## src/hdl/mlf_pkg.sv

```systemverilog
// Shared types and constants for the multiplicative lagged Fibonacci generator.
// No dependencies; imported by every module of the block.
`timescale 1ns / 1ps

package mlf_pkg;

  localparam int WordW = 64;
  localparam int HalfW = 32;
  localparam int MaxLagDef = 128;

  localparam int ShortLagW = 7;
  localparam int LongLagW = 8;
  localparam int LoadIdxW = 7;

  localparam logic [ShortLagW-1:0] ShortLagRst = 7'd7;
  localparam logic [LongLagW-1:0] LongLagRst = 8'd10;

  localparam logic KindLoad = 1'b0;
  localparam logic KindGen = 1'b1;

  typedef enum logic [0:0] {
    CFG_SHORT_LAG = 1'b0,
    CFG_LONG_LAG  = 1'b1
  } cfg_idx_e;

  // Which 32x32 partial product the shared multiplier forms this cycle.
  typedef enum logic [1:0] {
    MUL_LL,
    MUL_LH,
    MUL_HL
  } mul_step_e;

  typedef struct packed {
    logic      en;
    mul_step_e step;
  } mul_op_t;

endpackage

```

## src/hdl/mlf_mul.sv

```systemverilog
// 64x64 multiply modulo 2^64 built from three passes of one 32x32 multiplier.
// Depends on mlf_pkg.
`timescale 1ns / 1ps

module mlf_mul (
  input  logic                      clk_i,
  input  mlf_pkg::mul_op_t          op_i,
  input  logic [mlf_pkg::WordW-1:0] a_i,
  input  logic [mlf_pkg::WordW-1:0] b_i,
  output logic [mlf_pkg::WordW-1:0] result_o
);
  import mlf_pkg::*;

  logic [HalfW-1:0] x, y;
  logic [WordW-1:0] prod;
  logic [WordW-1:0] acc_q, acc_d;

  always_comb begin
    unique case (op_i.step)
      MUL_LL: begin
        x = a_i[HalfW-1:0];
        y = b_i[HalfW-1:0];
      end
      MUL_LH: begin
        x = a_i[HalfW-1:0];
        y = b_i[WordW-1:HalfW];
      end
      MUL_HL: begin
        x = a_i[WordW-1:HalfW];
        y = b_i[HalfW-1:0];
      end
      default: begin
        x = '0;
        y = '0;
      end
    endcase
  end

  assign prod = WordW'(x) * WordW'(y);

  // Cross terms only reach the upper half; their own upper halves fall off.
  always_comb begin
    if (op_i.step == MUL_LL) begin
      acc_d = prod;
    end else begin
      acc_d = acc_q + {prod[HalfW-1:0], {HalfW{1'b0}}};
    end
  end

  always_ff @(posedge clk_i) begin
    if (op_i.en) begin
      acc_q <= acc_d;
    end
  end

  assign result_o = acc_d;

endmodule

```

## config.mk

```make
export PLATFORM = sky130hd
export DESIGN_NAME = mlf_mul
export DESIGN_NICKNAME = d
export VERILOG_FILES = /design/src/hdl/mlf_pkg.sv /design/src/hdl/mlf_mul.sv
export SDC_FILE = /design/constraint.sdc
export NUM_CORES = 2
export LEC_CHECK = 0
export CAP_MARGIN = 20
export CORE_UTILIZATION = 32
export CTS_CLUSTER_DIAMETER = 80
export DETAILED_ROUTE_END_ITERATION = 10
export DONT_BUFFER_PORTS = 1
export PLACE_DENSITY = 0.43
export RECOVER_POWER = 25
export SYNTH_ARGS = -nofsm -noshare
export SYNTH_HDL_FRONTEND = slang
export SYNTH_SLANG_ARGS = --single-unit
```

## constraint.sdc

```tcl
create_clock -name clk_i -period 28.9 [get_ports clk_i]
set_clock_uncertainty 0.1 [all_clocks]
set_input_delay 2.89 -clock clk_i [delete_from_list [all_inputs] [get_ports clk_i]]
set_output_delay 2.89 -clock clk_i [all_outputs]
set_load 0.01 [all_outputs]
```

==> metrics.md <==
| Metric | Value |
|---|---|
| Status | `completed` |
| Seq/Total Area, Yosys | `5.14%` |
| Kind of critical path | `primary input to primary output` |
| Number of flip-flops in the largest register | `64` |
| TritonRoute pass-1 iters | `6` |
| Critical Path RT | `25.91 ns` |
| Netlist cell types | `68` |
| CTS resizes | `0` |
| Final std cells w/o fill | `5787` |
| Post-synth top cells | `940 x inv_1, 897 x fa_1, 848 x nand2_1` |
| CTS root buffer | `clkbuf_16` |
| Top Registers | `acc_q (64)` |
| Filler Cell Count | `12400` |
| Count leader, synth | `inv_1` |
| Xor-xnor portion of the synthesized cell area | `1.95%` |
| Final setup vio count | `0` |
| Die width | `344 um` |
| RePlAce Congestion | `0.940` |
| Most frequent CP cell | `fa_1` |
| Simple logic cell fraction of the synthesized area | `15.1%` |
| Post-Syn Nets | `5711` |
| Placed cells | `5768` |
| Gr usage total | `24.6%` |
| Fin. Hold Viols | `0` |
| Setup slack, reg-to-reg | `24.92 ns` |
| Hold-fix buffers, CTS | `0` |
| Top reg by flops | `acc_q` |
| Initial core utilization | `32.2%` |
| Layout cell share with drive strength beyond 1 | `3.57%` |
| CP endpoint | `result_o[59]` |
| Post-synth EDFFs | `64` |
| Initial antenna violation count | `9` |
| Largest net degree at the start of global routing | `98` |
| Reg-to-Reg End | `acc_q[60]$_DFFE_PP_` |
| Highest clock rate | `61.7 MHz` |
| Layout Nets | `5581` |
| Largest family of logic cells by synthesized area | `adder cells` |
| Clock Tree Buf Depth | `2` |
| Avg Cell Area, Syn | `8.52 um^2` |
| Crit path buffers/inverters | `4` |
| Vias | `29400` |
| Vias in the first global route | `31400` |
| Top cell type's share of synthesized area | `48.1%` |
| Synth Cell Area | `0.0374 mm^2` |
| Crit-path slowest cell | `o21a_1` |
| CTS tree | `built` |
| Avg WL per Cell | `24.4 um` |
| Post-synthesis mux area share | `0.254%` |
| Post-Synth Adder-Cell Area | `58.0%` |
| WP data arrival | `13.23 ns` |
| Worst reg2reg path startpoint | `acc_q[32]$_DFFE_PP_` |
| HPWL after DPL | `114000 um` |
| Core Area | `0.116 mm^2` |
| FFs w/ async S/R, synth | `0%` |
| Post-Syn Instances | `4386` |
| Setup ws final | `12.68 ns` |
| Compound-cell area share of the yosys netlist | `7.81%` |
| First-pass GRT wire length | `212000 um` |
| Top Family by Delay on Critical Path | `adder cells` |
| Area added between synthesis and finish | `5.72%` |
| Final WL | `141000 um` |
| H-tree depth | `3` |
| Prevailing post-synth register cell | `edfxtp_1` |
| Crit path depth | `34` |
| Worst skew pair latency | `0.34 ns` |
| Tightest Hold Check Type | `register to register` |
| Worst Reg2Reg Path Length in Cells | `11` |
| DIE AREA | `0.118 mm^2` |
| Final Max Tran Viols | `0` |
| CTS clk-pin slew, worst paths | `0.05 ns` |
| Area leader, netlist | `fa_1` |
| IO Port Bufs | `0` |
| DRC errors left | `0` |
| Die Ht | `344 um` |
| Synth area leaders | `fa_1 48%, ha_1 9.9%, inv_1 9.4%` |
| WHS | `0.515 ns` |
| Setup Total Neg Slack | `0 ns` |
| Max cap viols | `0` |
| Max stage delay on crit path | `0.79 ns` |
| CP max FO | `66` |
| Worst-Margin Slew | `1.07 ns` |
| Startpoint types | `primary input` |
| DR iter-0 viols | `2283` |
| Synthesis Warnings | `0` |
| Worst slew margin | `28.5%` |
| Critical Path Source | `op_i[0]` |
| Remaining global-route overflow | `0` |
| Fin crit period | `16.22 ns` |
| Vias per cell | `5.07` |
| Placement Rows | `125` |
| Crit. End Element | `primary output` |
| RSZ-0062 raised after global routing | `false` |
| CTS Buf Count | `9` |
| Fin crit share | `56.1%` |
| # IOs | `196` |
| Pre-CTS setup slack | `13.01 ns` |
| Setup Buffers After CTS | `0` |
| Remaining antenna violation count | `0` |
| Seq cells post-synth | `64` |
| CTS Sinks | `64` |
==> layer usage <==
layer  wire length, um  GRT usage [%]
met4              3190           4.95
met2             62100           37.9
met1             65000           36.3
met5                39              0
met3             10900           3.90
==> tightest hold or removal path: stages, from the launching register on <==
cell and delay [ns]:
edfxtp_1 0.32, nand2_1 0.05, nand2_1 0.12
==> cell families after synthesis <==
family | after synthesis
and+or+nand+nor | 1418
buffers and inverters | 1166
adders and majority gates | 1193
muxes | 9
xor gates and xnor gates | 83
DFF | 64
AOI/OAI and AO/OA | 453
==> per-stage QoR <==
step                area (um^2)  utilization (%)
finish                    39500             34.0
global route              39500             34.0
CTS                       39500             34.0
detailed placement        39200             33.8
global placement          39200             33.8
floorplan                 37400                -
==> cell usage in the layout (no fill, tap or decap), drive strengths merged, types with 29 or more instances in the layout <==
cell type / instances
fa: 897
nor2: 422
edfxtp: 64
a21o: 58
ha: 296
a21oi: 120
nand2: 848
buf: 84
o21ai: 104
o21a: 49
xor2: 29
xnor2: 54
inv: 940
==> worst min-delay path by stage <==
stage               cells after the start                   to                start  slack [ns]
finish                                  2  acc_q[30]$_DFFE_PP_  acc_q[30]$_DFFE_PP_        0.51
global route                            1  acc_q[28]$_DFFE_PP_  acc_q[28]$_DFFE_PP_        0.53
CTS                                     2  acc_q[30]$_DFFE_PP_  acc_q[30]$_DFFE_PP_        0.52
detailed placement                      2  acc_q[30]$_DFFE_PP_  acc_q[30]$_DFFE_PP_        0.51
global placement                        2  acc_q[30]$_DFFE_PP_  acc_q[30]$_DFFE_PP_        0.50
floorplan                               2  acc_q[14]$_DFFE_PP_  acc_q[14]$_DFFE_PP_        0.48
==> final cells by class <==
class	instances	area, um^2	share of cell area [%]
Antenna cell	2	5.00	0.0127
Multi-Input combinational cell	3156	31200	79.0
Clock buffer	10	229	0.580
Inverter	941	3530	8.94
Timing Repair Buffer	84	631	1.60
Sequential cell	64	1920	4.86
Tap cell	1524	1910	4.83
Clock inverter	6	60.1	0.152
Power is not shown: default switching activity piles up to over one toggle a cycle in this logic, so the estimate is an artifact.
